**src/sv/u8lt_pkg.sv**
```systemverilog
package u8lt_pkg;

    localparam int BYTE_W    = 8;
    localparam int CP_W      = 21;
    localparam int OUT_POS_W = 32;
    localparam int LINE_W    = 32;
    localparam int POS_BITS_DEF = 32;

    // lead byte thresholds
    localparam logic [BYTE_W-1:0] LEAD_2B = 8'hC0;
    localparam logic [BYTE_W-1:0] LEAD_3B = 8'hE0;
    localparam logic [BYTE_W-1:0] LEAD_4B = 8'hF0;

    localparam logic [BYTE_W-1:0] MASK_2B   = 8'h1F;
    localparam logic [BYTE_W-1:0] MASK_3B   = 8'h0F;
    localparam logic [BYTE_W-1:0] MASK_4B   = 8'h07;
    localparam logic [BYTE_W-1:0] MASK_CONT = 8'h3F;

    localparam logic [CP_W-1:0] CH_LF = 21'h0A;
    localparam logic [CP_W-1:0] CH_CR = 21'h0D;

    typedef logic [1:0] cont_cnt_t;

endpackage

```
**src/sv/utf8_decode_line_tracker.sv**
```systemverilog
// An accepted byte is held in the byte register; a code point it completes is then
// held in the result register, and an output stall can hold the byte back.
// One byte per cycle unless the output stalls; one code point per 1 to 4 bytes.
// The registers advance together over the combinational decode and counter update.
// Reset (rst_n low, async) empties both registers and clears the partial code point,
// the pending continuation count, the CR flag and the character and line counters.
module utf8_decode_line_tracker #(
    parameter int POS_BITS = u8lt_pkg::POS_BITS_DEF
) (
    input  logic                              clk,
    input  logic                              rst_n,
    input  logic                              in_valid,
    output logic                              in_ready,
    input  logic [u8lt_pkg::BYTE_W-1:0]       in_byte,
    output logic                              out_valid,
    input  logic                              out_ready,
    output logic [u8lt_pkg::CP_W-1:0]         code_point,
    output logic [u8lt_pkg::OUT_POS_W-1:0]    char_pos,
    output logic                              line_mark,
    output logic [u8lt_pkg::OUT_POS_W-1:0]    line_start,
    output logic [u8lt_pkg::LINE_W-1:0]       line_number
);

    // input stage
    logic                             s1_valid_reg;
    logic [u8lt_pkg::BYTE_W-1:0]      s1_byte_reg;
    logic                             s1_fire;

    // decoder state
    logic [u8lt_pkg::CP_W-1:0]        accum_reg, accum_next;
    u8lt_pkg::cont_cnt_t              bytes_left_reg, bytes_left_next;
    logic                             cr_seen_reg, cr_seen_next;
    logic [POS_BITS-1:0]              char_count_reg, char_count_next;
    logic [u8lt_pkg::LINE_W-1:0]      line_count_reg, line_count_next;

    // result stage
    logic                             out_valid_reg, out_valid_next;
    logic [u8lt_pkg::CP_W-1:0]        code_point_reg;
    logic [u8lt_pkg::OUT_POS_W-1:0]   char_pos_reg;
    logic                             line_mark_reg;
    logic [u8lt_pkg::OUT_POS_W-1:0]   line_start_reg;
    logic [u8lt_pkg::LINE_W-1:0]      line_number_reg;

    // decode results
    logic                             emit;
    logic [u8lt_pkg::CP_W-1:0]        cp;
    logic [u8lt_pkg::CP_W-1:0]        acc_shift;
    logic [POS_BITS-1:0]              pos_inc;
    logic                             is_lf;
    logic                             mark;
    logic [POS_BITS-1:0]              lstart_full;
    logic [u8lt_pkg::OUT_POS_W-1:0]   pos_out;
    logic [u8lt_pkg::OUT_POS_W-1:0]   lstart_out;

    assign s1_fire  = s1_valid_reg && (!out_valid_reg || out_ready);
    assign in_ready = !s1_valid_reg || s1_fire;

    assign acc_shift = {accum_reg[u8lt_pkg::CP_W-7:0], s1_byte_reg[5:0]};

    always_comb
    begin
        accum_next      = accum_reg;
        bytes_left_next = bytes_left_reg;
        emit            = 1'b0;
        cp              = '0;
        if (bytes_left_reg != 2'd0)
        begin
            accum_next      = acc_shift;
            bytes_left_next = bytes_left_reg - 2'd1;
            if (bytes_left_reg == 2'd1)
            begin
                emit       = 1'b1;
                cp         = acc_shift;
                accum_next = '0;
            end
        end
        else if (s1_byte_reg < u8lt_pkg::LEAD_2B)
        begin
            emit       = 1'b1;
            cp         = {{(u8lt_pkg::CP_W-u8lt_pkg::BYTE_W){1'b0}}, s1_byte_reg};
            accum_next = '0;
        end
        else if (s1_byte_reg < u8lt_pkg::LEAD_3B)
        begin
            accum_next      = {{(u8lt_pkg::CP_W-u8lt_pkg::BYTE_W){1'b0}},
                               s1_byte_reg & u8lt_pkg::MASK_2B};
            bytes_left_next = 2'd1;
        end
        else if (s1_byte_reg < u8lt_pkg::LEAD_4B)
        begin
            accum_next      = {{(u8lt_pkg::CP_W-u8lt_pkg::BYTE_W){1'b0}},
                               s1_byte_reg & u8lt_pkg::MASK_3B};
            bytes_left_next = 2'd2;
        end
        else
        begin
            accum_next      = {{(u8lt_pkg::CP_W-u8lt_pkg::BYTE_W){1'b0}},
                               s1_byte_reg & u8lt_pkg::MASK_4B};
            bytes_left_next = 2'd3;
        end
    end

    // saturating position increment
    assign pos_inc = (&char_count_reg) ? char_count_reg : char_count_reg + 1'b1;

    assign is_lf       = (cp == u8lt_pkg::CH_LF);
    assign mark        = emit && (is_lf || cr_seen_reg);
    assign lstart_full = is_lf ? pos_inc : char_count_reg;

    generate
        if (POS_BITS >= u8lt_pkg::OUT_POS_W)
        begin : g_pos_trunc
            assign pos_out    = char_count_reg[u8lt_pkg::OUT_POS_W-1:0];
            assign lstart_out = lstart_full[u8lt_pkg::OUT_POS_W-1:0];
        end
        else
        begin : g_pos_ext
            assign pos_out    = {{(u8lt_pkg::OUT_POS_W-POS_BITS){1'b0}}, char_count_reg};
            assign lstart_out = {{(u8lt_pkg::OUT_POS_W-POS_BITS){1'b0}}, lstart_full};
        end
    endgenerate

    always_comb
    begin
        cr_seen_next    = cr_seen_reg;
        char_count_next = char_count_reg;
        line_count_next = line_count_reg;
        if (emit)
        begin
            // CR followed by LF: the LF records the line, so the flag just drops
            cr_seen_next    = !is_lf && (cp == u8lt_pkg::CH_CR);
            char_count_next = pos_inc;
            if (mark && !(&line_count_reg))
            begin
                line_count_next = line_count_reg + 1'b1;
            end
        end
    end

    always_comb
    begin
        if (s1_fire)
        begin
            out_valid_next = emit;
        end
        else
        begin
            out_valid_next = out_valid_reg && !out_ready;
        end
    end

    always_ff @(posedge clk or negedge rst_n)
    begin
        if (!rst_n)
        begin
            s1_valid_reg   <= 1'b0;
            out_valid_reg  <= 1'b0;
            accum_reg      <= '0;
            bytes_left_reg <= '0;
            cr_seen_reg    <= 1'b0;
            char_count_reg <= '0;
            line_count_reg <= '0;
        end
        else
        begin
            if (in_ready)
            begin
                s1_valid_reg <= in_valid;
            end
            out_valid_reg <= out_valid_next;
            if (s1_fire)
            begin
                accum_reg      <= accum_next;
                bytes_left_reg <= bytes_left_next;
                cr_seen_reg    <= cr_seen_next;
                char_count_reg <= char_count_next;
                line_count_reg <= line_count_next;
            end
        end
    end

    always_ff @(posedge clk)
    begin
        if (in_valid && in_ready)
        begin
            s1_byte_reg <= in_byte;
        end
        if (s1_fire && emit)
        begin
            code_point_reg  <= cp;
            char_pos_reg    <= pos_out;
            line_mark_reg   <= mark;
            line_start_reg  <= mark ? lstart_out : '0;
            line_number_reg <= mark ? line_count_reg : '0;
        end
    end

    assign out_valid   = out_valid_reg;
    assign code_point  = code_point_reg;
    assign char_pos    = char_pos_reg;
    assign line_mark   = line_mark_reg;
    assign line_start  = line_start_reg;
    assign line_number = line_number_reg;

    a_no_mark_zero: assert property (@(posedge clk) disable iff (!rst_n)
        out_valid_reg && !line_mark_reg |-> line_start_reg == '0 && line_number_reg == '0)
        else $error("line fields nonzero without a line mark");

    a_cr_start_here: assert property (@(posedge clk) disable iff (!rst_n)
        out_valid_reg && line_mark_reg && code_point_reg != u8lt_pkg::CH_LF
        |-> line_start_reg == char_pos_reg)
        else $error("line after CR must start at the character itself");

    a_line_count_mono: assert property (@(posedge clk) disable iff (!rst_n)
        1'b1 |=> line_count_reg >= $past(line_count_reg))
        else $error("line count went backward");

    a_char_count_mono: assert property (@(posedge clk) disable iff (!rst_n)
        1'b1 |=> char_count_reg >= $past(char_count_reg))
        else $error("character count went backward");

    a_cont_countdown: assert property (@(posedge clk) disable iff (!rst_n)
        s1_fire && bytes_left_reg != 2'd0 |=> bytes_left_reg == $past(bytes_left_reg) - 2'd1)
        else $error("continuation count did not step down");

endmodule
```
**config.mk**
```make
export PLATFORM = sky130hd
export DESIGN_NAME = utf8_decode_line_tracker
export DESIGN_NICKNAME = d
export VERILOG_FILES = /design/src/sv/u8lt_pkg.sv /design/src/sv/utf8_decode_line_tracker.sv
export SDC_FILE = /design/constraint.sdc
export NUM_CORES = 1
export LEC_CHECK = 0
export BUFFER_PORTS_ARGS = -buffer_cell sky130_fd_sc_hd__buf_2
export CAP_MARGIN = 20
export CORE_MARGIN = 3
export CORE_UTILIZATION = 55
export DETAILED_ROUTE_END_ITERATION = 8
export PLACE_DENSITY_LB_ADDON = 0.15
export SLEW_MARGIN = 10
export SYNTH_ARGS = -nofsm -noshare
export SYNTH_HDL_FRONTEND = slang
export SYNTH_SLANG_ARGS = --single-unit
```
**constraint.sdc**
```tcl
create_clock -name clk -period 8.95 [get_ports clk]
set_input_delay 0.4475 -clock clk [delete_from_list [all_inputs] [get_ports clk]]
set_output_delay 0.4475 -clock clk [all_outputs]
set_load 0.02 [all_outputs]
```
==> results of run 1 <==
[metrics by stage]
step | worst slack [ns] | instance area (sq um) | utilization | hold WS [ns] | cells
after detailed placement | 5.54 | 9780 | 0.629 | 0.437 | 1035
after global routing | 5.26 | 10600 | 0.683 | 0.115 | 1077
after floorplan | 3.84 | 8930 | - | 0.152 | 716
after global placement | 5.71 | 9780 | 0.629 | 0.422 | 1035
after CTS | 5.52 | 10600 | 0.682 | 0.110 | 1076
final | 5.54 | 10600 | 0.683 | 0.130 | 1077
[per-layer routing]
metal | track usage | vias to the layer above
li1 | - | 2828
met2 | 0.335 | 228
met4 | 0.0571 | 0
met5 | 0 | -
met3 | 0.0321 | 34
met1 | 0.282 | 2869
[cells in the final DEF (no fill, tap or decap), types with 5 or more instances in the layout]
master     netlist  layout
buf_2            3     130
edfxtp_1       126     126
dfrtp_1         84      84
nand2_1         66      66
nor2_1          57      57
and2_1          53      53
nand3_1         49      49
xor2_1          48      48
xnor2_1         43      43
nand4_1         33      33
clkbuf_16        0      23
o21ai_0         19      19
nor3_1          16      16
and3_1          16      16
and4_1           9       9
a21oi_1          8       8
buf_4            3       8
inv_1            5       5
nor3b_1          5       5
nand2b_1         5       5
nand3b_1         5       5
bufinv_16        0       5
[kinds of logic after synthesis]
kind of cell / after synthesis / share of synthesized area
XOR/XNOR: 91 / 0.0892
AO/OA/AOI/OAI: 43 / 0.0314
buffers and inverters: 35 / 0.0172
AND/OR/NAND/NOR: 332 / 0.197
adder cells (fa/ha/maj): 2 / 0.00280
flip-flops: 210 / 0.659
multiplexers: 3 / 0.00364
[cell type report]
cell class	count	area (sq um)	share of cell area
clock buffer	29	628	0.0592
clock inverter	11	181	0.0171
inverter	6	22.5	0.00212
multi-input combinational	471	2910	0.274
sequential	210	5890	0.555
tap	211	264	0.0249
timing repair buffer	139	721	0.0679
[power by group through the flow]
stage	Combinational [W]	Clock, W	Sequential, W
global route	0.000450	0.00105	0.00128
floorplan	0.000165	0	0.00139
CTS	0.000421	0.00101	0.00126
detailed placement	0.000419	0	0.00128
global placement	0.000413	0	0.00127
finish	0.000416	0.000994	0.00126
[critical path, delay by kind of cell (launching register included)]
family	cells	cell delay (ns)
mux	1	0.39
simple gates	3	0.74
buf+inv	2	1.56
flops	1	0.57
[path summary, 6_finish.rpt]
| check | to | slack, ns | from | cells past startpoint |
|---|---|---|---|---|
| max | char_count_reg[1]$_DFFE_PN0P_ | 5.54 | bytes_left_reg[1]$_DFFE_PN0P_ | 6 |
| min | s1_byte_reg[0]$_DFFE_PP_ | 0.13 | in_byte[0] | 1 |
| max reg2reg | char_count_reg[1]$_DFFE_PN0P_ | 5.54 | bytes_left_reg[1]$_DFFE_PN0P_ | 6 |
| min reg2reg | line_count_reg[11]$_DFFE_PN0P_ | 0.49 | line_count_reg[11]$_DFFE_PN0P_ | 1 |
| max in group asynchronous | char_count_reg[8]$_DFFE_PN0P_ | 7.46 | rst_n | 3 |
| min in group asynchronous | line_count_reg[5]$_DFFE_PN0P_ | 0.44 | rst_n | 2 |
[what timing repair did]
| item | 4_1_cts | 5_1_grt |
|---|---|---|
| endpoints found under the hold margin | 33 | 0 |
| setup endpoints to repair | 0 | 0 |
| hold buffers | 1 | 0 |
==> impl_metrics.py, run 1 <==
metrics = {
    "routing": {
        "drt_wl_total_microns": 17900,
        "drc": 0,
        "routed.top_layer": "met4",
        "first_pass_iters": 5,
        "wl_met2_microns": 8680,
        "first_iter_violations": 531,
        "wire_per_inst_microns": 16.6,
        "via_per_inst": 5.53,
        "vias": 5959,
        "drtAntennaViolNets": 0,
        "met3WireLength_microns": 1130,
        "m1WireLength_microns": 7720,
    },
    "synthesis": {
        "ys_seq_area_frac": 0.659,
        "synth_edf_count": 126,
        "synth.most_common_cell": "edfxtp_1",
        "synth_area_leaders": "edfxtp_1 (42%), dfrtp_1 (24%), xor2_1 (4.7%), xnor2_1 (4.2%), and2_1 (3.7%)",
        "synth_cell_types": 52,
        "yosysWarnings": 0,
        "synthFlopType": "edfxtp_1",
        "syn-num-nets": 730,
        "synth_top_area_cell": "edfxtp_1",
        "avgSynthCellArea_sq_um": 12.5,
        "synth_top_cell_area_share": 0.424,
        "async_reset_ff_frac": 0.400,
        "syn_inst": 716,
        "synth_commonest_cells": "edfxtp_1 (126), dfrtp_1 (84), nand2_1 (66)",
        "synth_area_sq_um": 8930,
        "ys_ff_latch": 210,
    },
    "timing": {
        "slew_viol_final": 0,
        "finalSetupViolCount": 0,
        "rsz0062_at_grt": "false",
        "finalCritPeriodShare": 0.381,
        "max_freq_ghz": 0.293,
        "hold_viol": 0,
        "min_period_ns": 3.41,
        "fin_setup_tns_ns": 0,
        "relSlewSlack": 0.257,
        "fin_skew_ns": 0.0105,
        "worst_pin_slew_ns": 1.11,
    },
    "pwr": {
        "clkPwrFrac": 0.373,
        "swShare": 0.274,
        "net-switching-power_w": 0.000732,
        "ir_worst_vdd_mv": 0.196,
        "pwr-share-comb": 0.156,
        "finalPower_w": 0.00267,
        "p_seq_frac": 0.471,
        "p_leak_nw": 4.33,
        "internal-power_w": 0.00194,
        "powerDensity_nw_per_um2": 252,
    },
    "job": {
        "maxCapViolations": 0,
    },
    "worst_hold_path": {
        "hold_class": "in -> reg",
    },
    "floorplanning": {
        "die_height_microns": 133,
        "core_area_sq_um": 15500,
        "dieWidth_microns": 133,
        "num_io_pins": 132,
        "fp-row-count": 45,
        "die_area_sq_um": 17800,
        "start_util": 0.575,
    },
    "clock_tree": {
        "clockBufferDepth": 3,
        "cts_tree": "built",
        "cts_sinks": 210,
        "cts.root.buffer_cell": "clkbuf_16",
        "h-tree-depth": 1,
        "postCtsSetupRepairBufs": 0,
        "cts_buffers": 22,
        "cts_resized": 0,
        "clk_pin_slew_worst_paths_ns": 0.06,
        "insertion_delay_ns": 0.49,
    },
    "setup_path": {
        "endpoint_kind": "flop",
        "critical_path.cell_chain": "nand2b_1, nor3_4, buf_4, buf_4, nand2_1, mux2_1",
        "startpoint_type": "flop",
        "critical_path.max_fanout": 81,
        "critPathKind": "reg -> reg",
        "required_ns": 9.31,
        "max_stage_delay_ns": 0.82,
        "path_common_cell": "buf_4",
        "arrival_ns": 3.78,
        "slowest_stage": "buf_4",
    },
    "global_route": {
        "overflow": 0,
        "grt_use_total": 0.202,
        "antenna_found_initial": 0,
        "first_global_vias": 5799,
        "grt_pass1_wl_microns": 29900,
        "grt_max_degree": 82,
    },
    "placement": {
        "place_congestion": 0.848,
        "dpl.hpwl_microns": 12000,
        "io_buffers": 131,
    },
    "finish": {
        "fill_cells": 1171,
        "syn_to_final_growth_pct": 18.8,
        "drive_gt1_frac": 0.209,
        "antenna_cells": 0,
        "nNetsFinal": 864,
    },
    "status": {
        "status": "completed",
    },
}
Note: power is estimated with default switching activity, not from simulation.
==> run 2, diff against run 1 <==
Settings changed: CORE_UTILIZATION 55 to 51.
Clock period 8.95 ns to 2.74 ns, I/O delays scaled along.
==> impl_metrics.py, run 2 (synthesis results as in run 1) <==
metrics = {
    "timing": {
        "hold_viol": 0,
        "worst_pin_slew_ns": 0.861,
        "finalCritPeriodShare": 0.923,
        "fin_setup_tns_ns": 0,
        "max_freq_ghz": 0.395,
        "rsz0062_at_grt": "false",
        "finalSetupViolCount": 0,
        "min_period_ns": 2.53,
        "slew_viol_final": 0,
        "relSlewSlack": 0.424,
        "fin_skew_ns": 0.00624,
    },
    "finish": {
        "stdcell_count": 1109,
        "syn_to_final_growth_pct": 20.4,
        "final_cell_mix": "buf_2 (130), edfxtp_1 (126), dfrtp_1 (84)",
        "antenna_cells": 0,
        "final_common_cell": "buf_2",
        "nNetsFinal": 887,
        "drive_gt1_frac": 0.216,
    },
    "clock_tree": {
        "insertion_delay_ns": 0.49,
        "cts_tree": "built",
        "cts_sinks": 210,
        "cts_buffers": 22,
        "postCtsSetupRepairBufs": 0,
        "clockBufferDepth": 3,
        "cts.root.buffer_cell": "clkbuf_16",
        "cts_resized": 0,
        "postCtsHoldBufs": 11,
        "clk_pin_slew_worst_paths_ns": 0.06,
        "h-tree-depth": 1,
    },
    "routing": {
        "drtAntennaViolNets": 0,
        "first_iter_violations": 327,
        "wire_per_inst_microns": 16.7,
        "via_per_inst": 5.36,
        "first_pass_iters": 5,
        "vias": 5945,
        "drc": 0,
        "drt_wl_total_microns": 18500,
    },
    "status": {
        "status": "completed",
    },
    "global_route": {
        "first_global_vias": 5957,
        "antenna_found_initial": 0,
        "overflow": 0,
        "grt_use_total": 0.191,
        "grt_pass1_wl_microns": 30600,
        "grt_max_degree": 63,
    },
    "setup_path": {
        "arrival_ns": 2.87,
        "slowest_stage": "a2111oi_4",
        "required_ns": 3.08,
        "startpoint_type": "flop",
        "critical_path.cell_chain": "nor4_1, nand4_1, a2111oi_4, buf_12, nand2_1, or3_1, a21oi_1",
        "max_stage_delay_ns": 0.52,
        "endpoint_kind": "flop",
        "critical_path.max_fanout": 29,
        "critPathKind": "reg -> reg",
    },
    "placement": {
        "dp.cells": 1058,
        "dpl.hpwl_microns": 12500,
        "place_congestion": 0.859,
        "io_buffers": 131,
    },
    "pwr": {
        "ir_worst_vdd_mv": 0.531,
        "powerDensity_nw_per_um2": 778,
        "p_leak_nw": 4.41,
    },
    "worst_hold_path": {
        "hold_class": "in -> reg",
    },
    "floorplanning": {
        "num_io_pins": 132,
        "core_area_sq_um": 16900,
        "die_height_microns": 138,
        "fp-row-count": 47,
        "start_util": 0.529,
        "dieWidth_microns": 138,
        "die_area_sq_um": 19100,
    },
    "job": {
        "maxCapViolations": 0,
    },
}
[run 2: changes by cell type in the layout (fill, tap and decap cells not counted), moves of 2 or more]
cell	previous run	this run
dlygate4sd3_1	1	11
clkbuf_8	3	5
clkinv_1	2	5
buf_12	0	4
buf_4	8	17
bufinv_16	5	0
[run 2: metrics by stage]
step / hold slack (ns) / power, W / utilization / setup slack [ns] / cell area (sq um)
4_1_cts: 0.0133 / 0.00845 / 0.637 / 0.234 / 10800
2_1_floorplan: -0.159 / 0.00503 / - / 0.250 / 8940
3_5_place_dp: 0.197 / 0.00561 / 0.589 / 0.258 / 9950
6_report: 0.0363 / 0.00837 / 0.637 / 0.211 / 10800
3_3_place_gp: 0.196 / 0.00558 / 0.589 / 0.318 / 9950
5_1_grt: 0.0510 / 0.00874 / 0.637 / 0.0854 / 10800
[run 2: final timing paths]
kind | start | end | slack [ns] | depth (start not counted)
worst max-delay path | accum_reg[7]$_DFFE_PN0P_ | line_start[21]$_SDFFCE_PN0P_ | 0.21 | 7
worst min-delay path | out_ready | out_valid$_DFF_PN0_ | 0.04 | 3
worst max register to register | accum_reg[7]$_DFFE_PN0P_ | line_start[21]$_SDFFCE_PN0P_ | 0.21 | 7
worst min register to register | line_count_reg[29]$_DFFE_PN0P_ | line_count_reg[29]$_DFFE_PN0P_ | 0.47 | 1
max in group asynchronous | rst_n | char_count_reg[11]$_DFFE_PN0P_ | 1.89 | 3
min in group asynchronous | rst_n | line_count_reg[5]$_DFFE_PN0P_ | 0.20 | 2
[run 2: critical path, delay by kind of cell (launching register included)]
kind                   cells  cell delay [ns]
AO/OA/AOI/OAI              2             0.67
buffers and inverters      1             0.24
flip-flops                 1             0.40
AND/OR/NAND/NOR            4             1.08
[run 2: final cells by class]
cell class / instances / area [sq um]
clock buffers: 30 / 652
clock inverters: 10 / 46.3
fillers: 1351 / 6120
inverters: 6 / 22.5
multi-input cells: 471 / 2910
flip-flops and latches: 210 / 5890
well taps: 220 / 275
repair buffers: 162 / 968
[run 2: per-layer routing]
layer  up-vias  global-route usage  routed length (microns)  share of wire
met3        35              0.0380                     1120          0.060
met4         0              0.0541                      395          0.021
li1       2860                   -                        -              -
met5         -                   0                        0              0
met1      2861               0.251                     7880           0.43
met2       189               0.327                     9120           0.49
[run 2: power breakdown]
part           switching [W]  internal, W  total, W
logic               0.000999     0.000446   0.00145
clock network        0.00116      0.00166   0.00282
registers           0.000248      0.00386   0.00410
total                0.00241      0.00596   0.00837
